File: src/lef_pkg.sv
// Shared types and constants for the 3x3 Laplacian edge filter.
`timescale 1ns / 1ps
`default_nettype none

package lef_pkg;

    // Frame geometry
    localparam int MAX_WIDTH_DEF = 1024;
    localparam int MAX_HEIGHT    = 1024;
    localparam int MIN_SIZE      = 3;
    localparam int WIDTH_RESET   = 640;
    localparam int HEIGHT_RESET  = 480;
    localparam int ROW_W         = 10;

    // Pixel and channel widths
    localparam int CH_W  = 8;
    localparam int PIX_W = 3 * CH_W;

    // Configuration port
    localparam int CFG_IDX_W  = 2;
    localparam int CFG_DATA_W = 11;

    // Depth of the command queue between front and back
    localparam int QUEUE_DEPTH = 4;

    // Input word opcodes
    localparam logic OPC_PIXEL = 1'b0;
    localparam logic OPC_DRAIN = 1'b1;

    // Configuration register indexes
    typedef enum logic [CFG_IDX_W-1:0] {
        REG_WIDTH  = 2'd0,
        REG_HEIGHT = 2'd1
    } t_cfg_reg;

    // Work classes handed from the front to the back
    typedef enum logic [2:0] {
        OP_SILENT      = 3'd0,  // pixel that shifts the window, no result
        OP_BORDER      = 3'd1,  // pixel whose result is the unfiltered center
        OP_FILTER      = 3'd2,  // pixel whose result is the Laplacian
        OP_EDGE        = 3'd3,  // pixel whose result is the last pixel of the upper row
        OP_DRAIN_UPPER = 3'd4,  // drain word, result from the upper row end
        OP_DRAIN_LOWER = 3'd5   // drain word, result from the lower line store
    } t_op;

    typedef struct packed {
        t_op               op;
        logic [PIX_W-1:0]  pix;
        logic              frame_end;
        logic              last_col;
    } t_cmd;

endpackage

`default_nettype wire

File: src/lef_fifo.sv
// Short register queue carrying commands from the front to the back.
`timescale 1ns / 1ps
`default_nettype none

module lef_fifo #(
    parameter int WIDTH = 8,
    parameter int DEPTH = lef_pkg::QUEUE_DEPTH
) (
    input  wire logic             i_clk,
    input  wire logic             i_rst_n,
    input  wire logic             i_push,
    input  wire logic [WIDTH-1:0] i_data,
    output logic                  o_full,
    input  wire logic             i_pop,
    output logic                  o_empty,
    output logic      [WIDTH-1:0] o_data
);

    localparam int PW = (DEPTH > 1) ? $clog2(DEPTH) : 1;
    localparam int CW = $clog2(DEPTH + 1);

    logic [WIDTH-1:0] r_mem [DEPTH];
    logic [PW-1:0]    r_wp, n_wp;
    logic [PW-1:0]    r_rp, n_rp;
    logic [CW-1:0]    r_cnt, n_cnt;

    // Advance pointers with explicit wrap
    always_comb begin
        n_wp  = r_wp;
        n_rp  = r_rp;
        n_cnt = r_cnt;
        if (i_push) begin
            n_wp = (r_wp == PW'(DEPTH - 1)) ? '0 : r_wp + 1'b1;
        end
        if (i_pop) begin
            n_rp = (r_rp == PW'(DEPTH - 1)) ? '0 : r_rp + 1'b1;
        end
        if (i_push && !i_pop) begin
            n_cnt = r_cnt + 1'b1;
        end else if (!i_push && i_pop) begin
            n_cnt = r_cnt - 1'b1;
        end
    end

    always_ff @(posedge i_clk) begin
        if (!i_rst_n) begin
            r_wp  <= '0;
            r_rp  <= '0;
            r_cnt <= '0;
        end else begin
            r_wp  <= n_wp;
            r_rp  <= n_rp;
            r_cnt <= n_cnt;
        end
        if (i_push) begin
            r_mem[r_wp] <= i_data;
        end
    end

    assign o_full  = (r_cnt == CW'(DEPTH));
    assign o_empty = (r_cnt == '0);
    assign o_data  = r_mem[r_rp];

    a_no_overflow: assert property (@(posedge i_clk) disable iff (!i_rst_n)
        !(i_push && o_full))
        else $error("queue push while full");

    a_no_underflow: assert property (@(posedge i_clk) disable iff (!i_rst_n)
        !(i_pop && o_empty))
        else $error("queue pop while empty");

    a_count_bound: assert property (@(posedge i_clk) disable iff (!i_rst_n)
        r_cnt <= CW'(DEPTH))
        else $error("queue count past depth");

endmodule

`default_nettype wire

File: config.mk
export PLATFORM = sky130hd
export DESIGN_NAME = lef_fifo
export DESIGN_NICKNAME = d
export VERILOG_FILES = /design/src/lef_pkg.sv /design/src/lef_fifo.sv
export SDC_FILE = /design/constraint.sdc
export NUM_CORES = 1
export LEC_CHECK = 0
export ABC_AREA = 1
export BUFFER_PORTS_ARGS = -buffer_cell sky130_fd_sc_hd__clkbuf_2
export CORE_ASPECT_RATIO = 0.6
export CORE_MARGIN = 2
export CORE_UTILIZATION = 30
export DETAILED_ROUTE_END_ITERATION = 16
export PLACE_DENSITY_LB_ADDON = 0.25
export SLEW_MARGIN = 5
export SYNTH_ARGS = -nofsm -noshare
export SYNTH_HDL_FRONTEND = slang
export SYNTH_SLANG_ARGS = --single-unit
File: constraint.sdc
create_clock -name i_clk -period 1.06 [get_ports i_clk]
set_input_delay 0.106 -clock i_clk [delete_from_list [all_inputs] [get_ports i_clk]]
set_output_delay 0.106 -clock i_clk [all_outputs]
set_load 0.005 [all_outputs]
==> key figures <==
Placed design
  – Pre-CTS setup slack: -0.179 ns
  – PortBufs: 21
  – Final GP Congestion: about 0.78
  – Dpl cells: approximately 230
  – HPWL after DPL: between 2000 and 2500 um
  – Placed inst area: a little under 2000 um^2

Cells and area
  – Final layout net count: around 200
  – Core Util, Final: between 40% and 50%
  – # diodes: 0
  – Most frequent cells in the layout: edfxtp_1 (32), nor2_1 (18), clkbuf_2 (14)
  – Non-filler instance count after layout: between 200 and 250
  – Register area: about 1200 um^2
  – Commonest non-fill, non-tap cell in the layout: edfxtp_1
  – Final Cell Area: 2340 um^2
  – Layout cells sized above 1: 51.4%
  – Multi-input logic area: between 600 and 700 um^2
  – # fillers: about 470
  – Area delta synth->final: 41.6%

Setup path
  – Peak per-stage delay on the critical path: around 0.38 ns
  – CP max-delay cell: dfxtp_4
  – Worst Setup Start Kind: register
  – Required @ worst endpoint: 0.95 ns
  – Kind of end point of the critical path: primary output
  – Buffers & Inverters on Critical Path: 3
  – CP Cell Sequence: inv_4 -> buf_12 -> o21ai_2 -> o22ai_2 -> clkbuf_2
  – CP delay by family, top: flip-flops
  – R2r startpoint: r_cnt[0]
  – CP Class: reg2out
  – Critical Path Fanout Max: 8
  – Critical Path AT: roughly 1.2 ns

Drt
  – ANT nets after route: 0
  – DRT Wirelength: roughly 3400 um
  – Via Count: between 1000 and 1500
  – First-pass detailed-route iteration total: 4
  – Initial DRC Count: 19
  – Wire per inst: about 14 um
  – Vias per cell: between 4 and 5
  – Number of remaining DRC errors: 0

STA
  – Fin crit share: 121%
  – Min setup slack post-route: -0.225 ns
  – Fmax: just under 800 MHz
  – Final TNS setup: -2.07 ns
  – Hold slack: 0.0374 ns
  – RSZ-0062 raised after global routing: yes
  – Worst slew pin tran: between 0.15 and 0.2 ns
  – Min Tclk post-route: ~1.3 ns
  – Clock Skew: about 0.0044 ns
  – Setup-failing EPs final: 12
  – Relative slew slack: between 80% and 90%
  – Fin. Hold Viols: 0
  – Fin. max-slew vios: 0

Die
  – Die area: between 6000 and 7000 um^2
  – Initial Util: a little under a third
  – Die width: approximately 100 um
  – Die Y: 61.5 um
  – Io pins: 22
  – Core ar.: roughly 5200 um^2
  – FP Rows: 20

Clock network
  – Cts bufs inserted: 5
  – CTS Buffer Depth: 2
  – Total clock sinks: 41
  – Root Buffer: clkbuf_8
  – Cts hold-fix bufs: 0
  – H-tree Lvls: 2
  – Worst-path clk slew: around 0.070 ns
  – Clk Latency, worst-skew pair: 0.29 ns
  – CTS tree: yes

Logic synthesis
  – Post-Syn Nets: between 150 and 200
  – Seq/Total Area, Yosys: between 60% and 70%
  – Distinct cell type count after synthesis: 19
  – Syn avg cell area: approximately 12 um^2
  – Synth Instances: roughly 140
  – Seq cells post-synth: 41
  – Yosys warnings: 0
  – Mapped Area: about 1700 um^2

Flow run
  – Maxcap violations: 0

GRT
  – Vias in the first global route: between 1000 and 1500
  – Remaining global-route overflow: 0
  – Antenna violations before repair: 0
  – Tot GR Track Use: a little under an eighth
  – First-pass GRT wire length: 5110 um
  – Largest net degree at the start of global routing: 13

Power and ir drop
  – Net Sw Frac: about a quarter
  – Reg power frac: 50.8%
  – Net switching power figure: ~0.90 mW
  – Lkg Pwr: between 0.8 and 0.9 nW
  – Clock power frac: between 30 and 40%
  – Peak VDD IR: around 560 uV
  – Logic pwr share: between 15 and 20%
  – Cell Pwr Density: 1590 nW/um^2
  – P_int: approximately 2.8 mW
  – Tot Pwr: roughly 3.7 mW

Min path
  – Hold crit path type: in2reg
  – Worst hold path startpoint: i_data[2]

Run status
  – Status: complete, but fails checks
  – Failing checks: setup timing
## per-layer routing
layer  vias to the layer above  global-route usage [%]  routed length (um)
li1                        557                       -                   -
met5                         -                       0                   0
met3                         8                    3.41                 114
met2                        15                    21.2                1720
met1                       537                    13.5                1500
met4                         0                    6.46                  60
## worst reg2reg max path, delay by kind of cell (launching register included)
kind | cells | cell delay, ns
adders and majority gates | 1 | 0.40
and+or+nand+nor | 4 | 0.31
DFF | 1 | 0.34
## power groups by stage
stage	Sequential (mW)	Combinational, mW	Clock (mW)
floorplan	1.90	0.247	0
global route	1.90	0.700	1.29
global placement	1.90	0.450	0
finish	1.89	0.636	1.20
detailed placement	1.91	0.475	0
CTS	1.88	0.564	1.22
## worst paths after layout
kind | end | slack [ns] | cells past startpoint
worst max-delay path | o_data[4] | -0.23 | 5
worst min-delay path | r_mem[3][2] | 0.04 | 1
worst max register to register | r_cnt[2] | -0.10 | 5
worst min register to register | register | 0.53 | 2
## registers in the layout, indices dropped and copies added (netlist names), named ones only
register,cells
r_cnt,3
r_rp,2
r_mem,32
r_wp,2
## Yosys cell counts
cell	number	area (um^2)
a21oi_1	3	15.0
buf_6	2	22.5
dfxtp_1	9	180
edfxtp_1	32	961
fa_1	1	20.0
ha_1	6	75.1
inv_1	15	56.3
inv_2	1	3.75
nand2_1	8	30.0
nand3_1	1	5.00
nand4_1	1	6.26
nor2_1	22	82.6
nor2_2	2	12.5
nor3_1	4	20.0
o21ai_0	15	75.1
o21ai_1	2	10.0
o21ai_2	2	17.5
o22ai_1	8	50.1
xor2_1	1	8.76
## area by class of cell
type | count | share of cell area [%]
Sequential cell | 41 | 49.5
Multi-Input combinational cell | 76 | 26.6
Timing Repair Buffer | 36 | 11.7
Inverter | 16 | 4.07
Tap cell | 66 | 3.53
Clock buffer | 6 | 3.10
Clock inverter | 2 | 1.44
## cell families after synthesis
group	Yosys count	synth area share [%]
AND/OR/NAND/NOR	38	9.47
flip-flops	41	69.1
buffers and inverters	18	5.00
XOR/XNOR	1	0.530
adder cells (fa/ha/maj)	7	5.76
AO/OA/AOI/OAI	30	10.2
## what timing repair did
item | in CTS | in global routing
pin swaps | 12 | 8
setup buffers | 2 | 1
setup endpoints to repair | 45 | 45
resized for setup | 51 | 47
Note: power is estimated with default switching activity, not from simulation.
