$ cat src/lef_pkg.sv
// Shared types and constants for the 3x3 Laplacian edge filter.
`timescale 1ns / 1ps
`default_nettype none

package lef_pkg;

    // Frame geometry
    localparam int MAX_WIDTH_DEF = 1024;
    localparam int MAX_HEIGHT    = 1024;
    localparam int MIN_SIZE      = 3;
    localparam int WIDTH_RESET   = 640;
    localparam int HEIGHT_RESET  = 480;
    localparam int ROW_W         = 10;

    // Pixel and channel widths
    localparam int CH_W  = 8;
    localparam int PIX_W = 3 * CH_W;

    // Configuration port
    localparam int CFG_IDX_W  = 2;
    localparam int CFG_DATA_W = 11;

    // Depth of the command queue between front and back
    localparam int QUEUE_DEPTH = 4;

    // Input word opcodes
    localparam logic OPC_PIXEL = 1'b0;
    localparam logic OPC_DRAIN = 1'b1;

    // Configuration register indexes
    typedef enum logic [CFG_IDX_W-1:0] {
        REG_WIDTH  = 2'd0,
        REG_HEIGHT = 2'd1
    } t_cfg_reg;

    // Work classes handed from the front to the back
    typedef enum logic [2:0] {
        OP_SILENT      = 3'd0,  // pixel that shifts the window, no result
        OP_BORDER      = 3'd1,  // pixel whose result is the unfiltered center
        OP_FILTER      = 3'd2,  // pixel whose result is the Laplacian
        OP_EDGE        = 3'd3,  // pixel whose result is the last pixel of the upper row
        OP_DRAIN_UPPER = 3'd4,  // drain word, result from the upper row end
        OP_DRAIN_LOWER = 3'd5   // drain word, result from the lower line store
    } t_op;

    typedef struct packed {
        t_op               op;
        logic [PIX_W-1:0]  pix;
        logic              frame_end;
        logic              last_col;
    } t_cmd;

endpackage

`default_nettype wire

$ cat src/lef_stream_if.sv
// Handshake channels for pixel words in and result words out.
`timescale 1ns / 1ps
`default_nettype none

interface lef_pix_if;
    logic                    valid;
    logic                    ready;
    logic                    opcode;
    logic [lef_pkg::CH_W-1:0] red_in;
    logic [lef_pkg::CH_W-1:0] green_in;
    logic [lef_pkg::CH_W-1:0] blue_in;

    modport source (output valid, opcode, red_in, green_in, blue_in, input ready);
    modport sink   (input valid, opcode, red_in, green_in, blue_in, output ready);
endinterface


`default_nettype wire

$ cat src/lef_front.sv
// Front end: accepts words, tracks frame position and owed results, classifies work.
`timescale 1ns / 1ps
`default_nettype none

module lef_front #(
    parameter int MAX_WIDTH = lef_pkg::MAX_WIDTH_DEF
) (
    input  wire logic                             i_clk,
    input  wire logic                             i_rst_n,
    lef_pix_if.sink                               i_pix,
    input  wire logic                             i_cfg_we,
    input  wire logic [lef_pkg::CFG_IDX_W-1:0]    i_cfg_index,
    input  wire logic [lef_pkg::CFG_DATA_W-1:0]   i_cfg_data,
    input  wire logic                             i_full,
    output logic                                  o_push,
    output lef_pkg::t_cmd                         o_cmd,
    output logic      [$clog2(MAX_WIDTH)-1:0]     o_col
);

    localparam int AW = $clog2(MAX_WIDTH);
    localparam int WW = $clog2(MAX_WIDTH + 2);
    localparam int DW = lef_pkg::CFG_DATA_W;

    localparam logic [lef_pkg::ROW_W-1:0] ROW_ONE = lef_pkg::ROW_W'(1);

    function automatic logic [WW-1:0] clamp_w(input logic [DW-1:0] v);
        logic [31:0] x;
        x = 32'(v);
        if (x < 32'(lef_pkg::MIN_SIZE)) x = 32'(lef_pkg::MIN_SIZE);
        if (x > 32'(MAX_WIDTH)) x = 32'(MAX_WIDTH);
        return WW'(x);
    endfunction

    function automatic logic [DW-1:0] clamp_h(input logic [DW-1:0] v);
        logic [31:0] x;
        x = 32'(v);
        if (x < 32'(lef_pkg::MIN_SIZE)) x = 32'(lef_pkg::MIN_SIZE);
        if (x > 32'(lef_pkg::MAX_HEIGHT)) x = 32'(lef_pkg::MAX_HEIGHT);
        return DW'(x);
    endfunction

    logic [WW-1:0]               r_w, n_w;
    logic [DW-1:0]               r_h, n_h;
    logic [lef_pkg::ROW_W-1:0]   r_row, n_row;
    logic [AW-1:0]               r_col, n_col;
    logic [WW-1:0]               r_pending, n_pending;

    logic          accept;
    logic [WW-1:0] full_cnt;
    logic [WW-1:0] pend_base;
    logic          at_start;
    logic          col_last;
    logic          row_last;
    logic          emit;

    assign i_pix.ready = !i_full;
    assign accept      = i_pix.valid && i_pix.ready;
    assign full_cnt    = r_w + 1'b1;
    assign at_start    = (r_row == '0) && (r_col == '0);
    assign col_last    = (WW'(r_col) == r_w - 1'b1);
    assign row_last    = (DW'(r_row) == r_h - 1'b1);

    // Classify each word and step the frame position
    always_comb begin
        n_w           = r_w;
        n_h           = r_h;
        n_row         = r_row;
        n_col         = r_col;
        n_pending     = r_pending;
        pend_base     = r_pending;
        emit          = 1'b0;
        o_push        = 1'b0;
        o_col         = r_col;
        o_cmd.op        = lef_pkg::OP_SILENT;
        o_cmd.pix       = {i_pix.red_in, i_pix.green_in, i_pix.blue_in};
        o_cmd.frame_end = 1'b0;
        o_cmd.last_col  = col_last;

        if (i_cfg_we) begin
            // A size write restarts the frame
            unique case (i_cfg_index)
                lef_pkg::REG_WIDTH: begin
                    n_w       = clamp_w(i_cfg_data);
                    n_row     = '0;
                    n_col     = '0;
                    n_pending = '0;
                end
                lef_pkg::REG_HEIGHT: begin
                    n_h       = clamp_h(i_cfg_data);
                    n_row     = '0;
                    n_col     = '0;
                    n_pending = '0;
                end
                default: begin
                end
            endcase
        end else if (accept) begin
            if (i_pix.opcode == lef_pkg::OPC_DRAIN) begin
                // Drain only at frame start with results owed; otherwise drop
                if (at_start && (r_pending != '0)) begin
                    o_push          = 1'b1;
                    o_cmd.op        = (r_pending == full_cnt) ? lef_pkg::OP_DRAIN_UPPER
                                                              : lef_pkg::OP_DRAIN_LOWER;
                    o_cmd.frame_end = (r_pending == WW'(1));
                    o_cmd.last_col  = 1'b0;
                    o_col           = AW'(r_w - r_pending);
                    n_pending       = r_pending - 1'b1;
                end
            end else begin
                // Abandon a partial drain when a new frame starts
                if (at_start && (r_pending != full_cnt)) begin
                    pend_base = '0;
                end
                emit      = (pend_base == full_cnt);
                n_pending = emit ? pend_base : pend_base + 1'b1;
                o_push    = 1'b1;
                if (!emit) begin
                    o_cmd.op = lef_pkg::OP_SILENT;
                end else if (r_col == '0) begin
                    o_cmd.op = lef_pkg::OP_EDGE;
                end else if ((r_row == '0) || (r_row == ROW_ONE) || (r_col == AW'(1))) begin
                    o_cmd.op = lef_pkg::OP_BORDER;
                end else begin
                    o_cmd.op = lef_pkg::OP_FILTER;
                end
                o_cmd.frame_end = emit && (r_col == '0) && (r_row == ROW_ONE);
                if (col_last) begin
                    n_col = '0;
                    n_row = row_last ? '0 : r_row + 1'b1;
                end else begin
                    n_col = r_col + 1'b1;
                end
            end
        end
    end

    always_ff @(posedge i_clk) begin
        if (!i_rst_n) begin
            r_w       <= clamp_w(DW'(lef_pkg::WIDTH_RESET));
            r_h       <= clamp_h(DW'(lef_pkg::HEIGHT_RESET));
            r_row     <= '0;
            r_col     <= '0;
            r_pending <= '0;
        end else begin
            r_w       <= n_w;
            r_h       <= n_h;
            r_row     <= n_row;
            r_col     <= n_col;
            r_pending <= n_pending;
        end
    end

    a_pending_bound: assert property (@(posedge i_clk) disable iff (!i_rst_n)
        r_pending <= full_cnt)
        else $error("owed results exceed one row plus one");

    a_col_bound: assert property (@(posedge i_clk) disable iff (!i_rst_n)
        WW'(r_col) < r_w)
        else $error("column position past frame width");

    a_row_bound: assert property (@(posedge i_clk) disable iff (!i_rst_n)
        DW'(r_row) < r_h)
        else $error("row position past frame height");

endmodule

`default_nettype wire

$ cat src/flat_wrapper.sv
// flat-port wrapper written by rule: the top's interface ports become plain ports
module lef_front_flat 
#(
    parameter int MAX_WIDTH = lef_pkg::MAX_WIDTH_DEF
)
  (i_clk, i_rst_n, i_cfg_we, i_cfg_index, i_cfg_data, i_full, o_push, o_cmd, o_col, i_pix_valid, i_pix_opcode, i_pix_red_in, i_pix_green_in, i_pix_blue_in, i_pix_ready);
  lef_pix_if i_pix_i ();
  input  wire logic i_clk;
  input  wire logic i_rst_n;
  input  wire logic i_cfg_we;
  input  wire logic [lef_pkg::CFG_IDX_W-1:0] i_cfg_index;
  input  wire logic [lef_pkg::CFG_DATA_W-1:0] i_cfg_data;
  input  wire logic i_full;
  output logic o_push;
  output lef_pkg::t_cmd o_cmd;
  output logic      [$clog2(MAX_WIDTH)-1:0] o_col;
  input wire logic [$bits(i_pix_i.valid)-1:0] i_pix_valid;
  input wire logic [$bits(i_pix_i.opcode)-1:0] i_pix_opcode;
  input wire logic [$bits(i_pix_i.red_in)-1:0] i_pix_red_in;
  input wire logic [$bits(i_pix_i.green_in)-1:0] i_pix_green_in;
  input wire logic [$bits(i_pix_i.blue_in)-1:0] i_pix_blue_in;
  output wire logic [$bits(i_pix_i.ready)-1:0] i_pix_ready;
  assign i_pix_i.valid = i_pix_valid;
  assign i_pix_i.opcode = i_pix_opcode;
  assign i_pix_i.red_in = i_pix_red_in;
  assign i_pix_i.green_in = i_pix_green_in;
  assign i_pix_i.blue_in = i_pix_blue_in;
  assign i_pix_ready = i_pix_i.ready;
  lef_front #(.MAX_WIDTH(MAX_WIDTH)) u_core (.i_clk(i_clk), .i_rst_n(i_rst_n), .i_pix(i_pix_i), .i_cfg_we(i_cfg_we), .i_cfg_index(i_cfg_index), .i_cfg_data(i_cfg_data), .i_full(i_full), .o_push(o_push), .o_cmd(o_cmd), .o_col(o_col));
endmodule
$ cat config.mk
export PLATFORM = sky130hd
export DESIGN_NAME = lef_front_flat
export DESIGN_NICKNAME = d
export VERILOG_FILES = /design/src/lef_pkg.sv /design/src/lef_stream_if.sv /design/src/lef_front.sv /design/src/flat_wrapper.sv
export SDC_FILE = /design/constraint.sdc
export NUM_CORES = 1
export LEC_CHECK = 0
export BUFFER_PORTS_ARGS = -buffer_cell sky130_fd_sc_hd__buf_4
export CAP_MARGIN = 20
export CORE_UTILIZATION = 52
export CTS_CLUSTER_DIAMETER = 60
export DETAILED_ROUTE_END_ITERATION = 16
export PLACE_DENSITY_LB_ADDON = 0.12
export SLEW_MARGIN = 10
export SYNTH_ARGS = -nofsm -noshare
export SYNTH_HDL_FRONTEND = slang
export SYNTH_SLANG_ARGS = --single-unit
$ cat constraint.sdc
create_clock -name i_clk -period 3.27 [get_ports i_clk]
set_input_delay 0.1635 -clock i_clk [delete_from_list [all_inputs] [get_ports i_clk]]
set_output_delay 0.1635 -clock i_clk [all_outputs]
set_load 0.01 [all_outputs]
==> summary.txt, run 1 <==
Die Wd - 99.95 µm
Critical Path AT - 3590 ps
Initial DRC Count - 276
H-tree levels - 2
sw frac - 31.55%
max-slew violations - 0
cell taking the most area after synthesis - dfxtp_1
CP Data Required Time - 3500 ps
Hold Vio Cnt, Final - 0
vias per std cell - 5.806
Synth Flop Type - dfxtp_1
Max IR drop VDD - 0.2347 mV
Clock Root Buffer - clkbuf_8
area grow syn2layout - 20.67%
crit path max fanout - 5
CTS Buffer Depth - 2
Synth area leaders - dfxtp_1 21%, xnor2_1 7.5%, nand2_1 5.6%
synth warn - 0
core area - 0.009284 mm²
clock share of power - 31.4%
boundary pin count - 84
hold_ws - 137.9 ps
Reg2Reg Depth - 19
DRT Pass-1 Iters - 5
Seq cells post-synth - 53
logic gate share of total power - 25.7%
Pint - 1.072 mW
RD Place Congestion - 0.9006
Post-CTS Hold Buffers - 0
Synthesized Nets - 740
first-pass GRT wire length - 23640 µm
CTS Sinks - 53
top cell type's share of synthesized area - 21.27%
CP Capture Point - u_core.r_pending[1]
post-synthesis cell area - 0.004989 mm²
Antenna Cells - 0
CP Launch Type - flip-flop
fin crit share - 102.8%
type of the worst min-delay path - in -> reg
Seq pwr share - 42.9%
number of flops mapped to enable cells by yosys - 0
Synth async-reset ratio - 0%
Final #Nets - 804
Worst Skew - 12.10 ps
buffers added on ports - 35
clock latency on the worst-skew pair - 330 ps
Reg-to-Reg Start - u_core.r_w[1]
Cells after Synth - 675
crit path kind - reg -> reg
vias in the first global route - 4806
Slew Limit Headroom - 60.37%
via count - 5045
violated checks - setup timing
crit end category - flip-flop
fin worst setup slack - -90.94 ps
Routed WL - 14500 µm
Die H - 99.95 µm
Final Setup Violations - 4
Initial Utilization - 53.73%
Worst-Margin Slew - 592.9 ps
ANT nets after route - 0
DRC errors left - 0
Rows - 35
RSZ-0062 raised after global routing - yes
clock-pin slew on the worst setup and hold paths - 120 ps
Num CTS Buffers - 5
Overall Global Routing Usage - 29.96%
layout cells sized above 1 - 22.97%
Max Fclk - 297.5 MHz
total congestion overflow - 0
CTS tree - done
Leakage Power - 2.425 nW
HPWL Detailed - 11200 µm
Psw - 0.4941 mW
initial antenna violation count - 0
Distinct cells, synth - 73
total of max-cap violations - 0
r2r setup slk - -90 ps
r2r endpoint - u_core.r_pending[1]
Mean Syn Cell Area - 7.390 µm²
Pwr Density - 260.2 mW/mm²
routed len/inst - 16.69 µm
Min Clock Period, post-route - 3361 ps
die area - 0.009989 mm²
origin of the worst setup path - u_core.r_w[1]
Layout fillers - 847
largest net degree at the start of global routing - 37
post-synthesis sequential area ratio - 21.27%
status - finished, violations left
setup_tns - -286.7 ps
-- worst min-delay path by stage --
stage                               end  slack (ps)         startpoint  depth (start not counted)
final                     u_core.r_w[3]         140      i_cfg_data[3]                          3
after global routing      u_core.r_w[3]         150      i_cfg_data[3]                          3
after CTS                 u_core.r_w[3]         130      i_cfg_data[3]                          3
after detailed placement      o_cmd[12]         330  i_pix_green_in[2]                          0
after global placement        o_cmd[12]         330  i_pix_green_in[2]                          0
after floorplan           u_core.r_w[4]         330      i_cfg_data[4]                          2
-- critical path: stages (launching register included) --
cell and delay (ps):
dfxtp_4 410, ha_4 180, xor3_1 260, nor3_2 160, o2111a_1 210, nand4_1 120, buf_4 170, o31ai_4 260
buf_4 170, o211ai_1 140, buf_4 170, buf_4 120, buf_4 120, buf_4 120, buf_4 120, buf_4 120
nand3_1 100, nor3_1 70, o21ai_1 140, o21ai_1 100
-- cell type report --
class                      count  area, µm²  share of cell area [%]
multi-input combinational    523       3591                   59.65
timing repair buffer         121      935.9                   15.55
clock inverter                 3      48.80                  0.8106
inverter                      35      133.9                   2.224
sequential                    53       1080                   17.94
clock buffer                   5      68.82                   1.143
tap                          129      161.4                   2.681
-- state kept, by name, summed over array words and instances, names as in the netlist --
| register | flops |
|---|---|
| u_core.r_row | 10 |
| u_core.r_col | 10 |
| u_core.r_pending | 11 |
| u_core.r_w | 11 |
| u_core.r_h | 11 |
-- placed cells by master, fill, tap and decap left out, drive strengths merged, types with 5 or more instances in the layout --
master	n
nand3b	6
a21oi	27
o211ai	9
a21o	9
nor3	20
dfxtp	53
nor2	59
buf	121
a31oi	7
nand2b	12
mux2i	5
xnor2	43
nand3	22
nand2	74
xor2	29
nand4	22
or4	7
clkbuf	5
a211oi	6
or3	6
nor2b	10
inv	33
nor4	11
and3	8
nor3b	7
ha	21
a21boi	14
o21ai	33
-- cell usage after synthesis (7+ instances only) --
cell type / count
and3_1: 8
dfxtp_1: 53
inv_1: 32
ha_1: 21
nand3_1: 22
nand2b_1: 12
nor2_1: 56
a21boi_0: 13
buf_2: 8
nor2b_1: 10
nand4_1: 21
nand2_1: 74
buf_4: 29
xnor2_1: 43
o211ai_1: 9
o21ai_0: 31
a21o_1: 9
a31oi_1: 7
or4_1: 7
xor2_1: 29
nor3_1: 20
a21oi_1: 27
clkbuf_1: 24
nor3b_1: 7
nor4_1: 9
-- power by group through the flow --
| stage | clock network [mW] | registers (mW) | logic (mW) |
|---|---|---|---|
| 6_report | 0.491 | 0.672 | 0.403 |
| 5_1_grt | 0.529 | 0.674 | 0.441 |
| 4_1_cts | 0.503 | 0.671 | 0.390 |
| 3_5_place_dp | 0 | 0.688 | 0.365 |
| 3_3_place_gp | 0 | 0.688 | 0.359 |
| 2_1_floorplan | 0 | 0.684 | 0.277 |
-- repair_timing --
item                                   4_1_cts  5_1_grt
gates cloned                                 0        0
buffers inserted                            13        1
endpoints found under the hold margin        0        0
setup endpoints to repair                    6       23
gates resized for setup                     21       18
pin swaps                                    8        9
-- routing by layer --
metal	share of wire (%)	vias to the layer above	track usage, %
met3	5.2	50	3.900
met2	47	192	51.09
met1	43	2321	38.58
met5	0	-	0
met4	3.9	0	11.20
li1	-	2482	-
-- metrics by stage --
| step | total power, mW | instances | instance area, µm² | worst slack (ps) | util [%] |
|---|---|---|---|---|---|
| 2_1_floorplan | 0.9612 | 675 | 5041 | -104.2 | - |
| 5_1_grt | 1.643 | 869 | 6020 | -273.6 | 64.84 |
| 3_3_place_gp | 1.047 | 847 | 5635 | 17.24 | 60.70 |
| 3_5_place_dp | 1.053 | 847 | 5635 | -44.29 | 60.70 |
| 4_1_cts | 1.565 | 868 | 5924 | -69.70 | 63.81 |
| 6_report | 1.566 | 869 | 6020 | -90.94 | 64.84 |
-- cell families after synthesis --
logic type | after synthesis | share of synthesized area, %
AO/OA/AOI/OAI | 143 | 19.21
XOR/XNOR | 76 | 14.47
adder cells (fa/ha/maj) | 22 | 5.668
buffers and inverters | 99 | 9.857
flip-flops | 53 | 21.27
multiplexers | 5 | 1.003
AND/OR/NAND/NOR | 277 | 28.52
Note: power is estimated with default switching activity, not from simulation.
==> run 2: changes to the inputs <==
--- a/config.mk
+++ b/config.mk
@@ -10,7 +10,7 @@
 export CORE_UTILIZATION = 52
 export CTS_CLUSTER_DIAMETER = 60
 export DETAILED_ROUTE_END_ITERATION = 16
-export PLACE_DENSITY_LB_ADDON = 0.12
+export PLACE_DENSITY = 0.78
 export SLEW_MARGIN = 10
 export SYNTH_ARGS = -nofsm -noshare
 export SYNTH_HDL_FRONTEND = slang
==> summary.txt, run 2 (synthesis gave the netlist of run 1 again) <==
status - finished, violations left
violated checks - setup timing
CTS Buffer Depth - 2
placed cells - 845
max-slew violations - 0
die area - 0.009989 mm²
RD Place Congestion - 1.005
CP Launch Type - flip-flop
Initial Utilization - 53.73%
routed len/inst - 17.41 µm
fin cells - 870
Reg2Reg Depth - 20
CP Data Required Time - 3490 ps
biggest regs - u_core.r_h x11, u_core.r_pending x11, u_core.r_w x11
Initial DRC Count - 452
pre-CTS setup slack - -143.7 ps
via count - 5336
total of max-cap violations - 0
Antenna Cells - 0
crit path max fanout - 5
Slew Limit Headroom - 59.84%
Final Setup Violations - 7
Die Wd - 99.95 µm
clock latency on the worst-skew pair - 320 ps
buffers added on ports - 35
Overall Global Routing Usage - 30.63%
Worst Hold Depth - 3
vias per std cell - 6.133
initial antenna violation count - 0
Worst-Margin Slew - 601.0 ps
total congestion overflow - 0
Final #Nets - 805
Max IR drop VDD - 0.2798 mV
boundary pin count - 84
Pwr Density - 249.7 mW/mm²
DRC errors left - 0
H-tree levels - 2
ANT nets after route - 0
Die H - 99.95 µm
Min Clock Period, post-route - 3450 ps
hold_ws - 132.4 ps
CTS Sinks - 53
Routed WL - 15150 µm
crit path kind - reg -> reg
Num CTS Buffers - 5
Post-CTS Hold Buffers - 0
clock-pin slew on the worst setup and hold paths - 110 ps
Max Fclk - 289.8 MHz
first-pass GRT wire length - 24560 µm
CP max stage delay - 410 ps
CP cell instances - ha_4 > xor3_1 > nor3_2 > o2111a_1 > nand4_1 > buf_4 > nor3_1 > a21oi_1 > a221oi_4 > buf_4 > buf_4 > buf_4 > buf_4 > buf_4 > buf_4 > buf_4 > nand3_1 > o21a_1 > nor2_1 > o21ai_0
most frequent cells in the layout - 120 x buf_4, 74 x nand2_1, 54 x nor2_1
Clock Root Buffer - clkbuf_8
core area - 0.009284 mm²
fin worst setup slack - -180.3 ps
Critical Path AT - 3670 ps
layout cells sized above 1 - 22.81%
Hold Vio Cnt, Final - 0
Leakage Power - 2.427 nW
Worst path slowest cell - dfxtp_4
area grow syn2layout - 20.04%
crit end category - flip-flop
RSZ-0062 raised after global routing - yes
type of the worst min-delay path - in -> reg
CTS tree - done
crit-path most repeated cell - buf_4
fin crit share - 105.5%
HPWL Detailed - 11340 µm
Worst Skew - 8.196 ps
DRT Pass-1 Iters - 5
most common library cell in the layout ignoring fill and taps - buf_4
vias in the first global route - 4988
largest net degree at the start of global routing - 37
Rows - 35
-- run 2: cell types whose count changed in the layout (fill, tap and decap cells not counted), sizes merged --
cell	delta
inv	+1
clkinv	-1
buf	+1
bufinv	-1
clkbuf	+1
-- run 2: area by class of cell --
cell class                      count  area (µm²)
Tap cell                          129       161.4
Clock inverter                      2       16.27
Fill cell                         794        3296
Timing Repair Buffer              122       923.4
Inverter                           35       133.9
Multi-Input combinational cell    523        3595
Clock buffer                        6       82.58
Sequential cell                    53        1076
-- run 2: repair_timing --
action,in CTS,in global routing
resized for setup,16,19
endpoints found under the hold margin,0,0
endpoints found under the setup margin,8,29
setup buffers,14,3
pin swaps,10,5
-- run 2: power breakdown --
part / switching, mW / total (mW) / internal (mW) / leakage (nW)
Clock: 0.251 / 0.427 / 0.175 / 0.0478
Sequential: 0.0159 / 0.672 / 0.656 / 0.433
Combinational: 0.224 / 0.396 / 0.172 / 1.95
-- run 2: worst paths after layout --
check	startpoint	to	slack [ps]
setup reg to reg	u_core.r_w[1]	u_core.r_pending[1]	-180
setup / recovery	u_core.r_w[1]	u_core.r_pending[1]	-180
hold / removal	i_cfg_data[2]	u_core.r_w[2]	130
hold reg to reg	u_core.r_w[2]	u_core.r_w[2]	550
-- run 2: critical path: cells and delay by family, from the launching register on --
family	cells	cell delay [ps]
AND/OR/NAND/NOR	5	700
adder cells (fa/ha/maj)	1	170
flip-flops	1	410
buffers and inverters	8	900
AO/OA/AOI/OAI	5	870
XOR/XNOR	1	270
-- run 2: layer usage --
layer | track usage [%] | vias up | share of wire [%]
met2 | 52.15 | 283 | 47
li1 | - | 2485 | -
met4 | 11.88 | 0 | 3.6
met5 | 0 | - | 0
met1 | 38.92 | 2508 | 41
met3 | 4.666 | 60 | 7.7
-- run 2: per-stage QoR --
stage	TNS, ps	power (mW)	utilization (%)	instance area (µm²)
after floorplan	-116.3	0.9612	-	5041
after global placement	0	1.036	60.40	5608
after detailed placement	-192.2	1.047	60.40	5608
after CTS	-14.87	1.476	63.38	5884
after global routing	-1543	1.564	64.50	5988
final	-610.7	1.496	64.50	5988
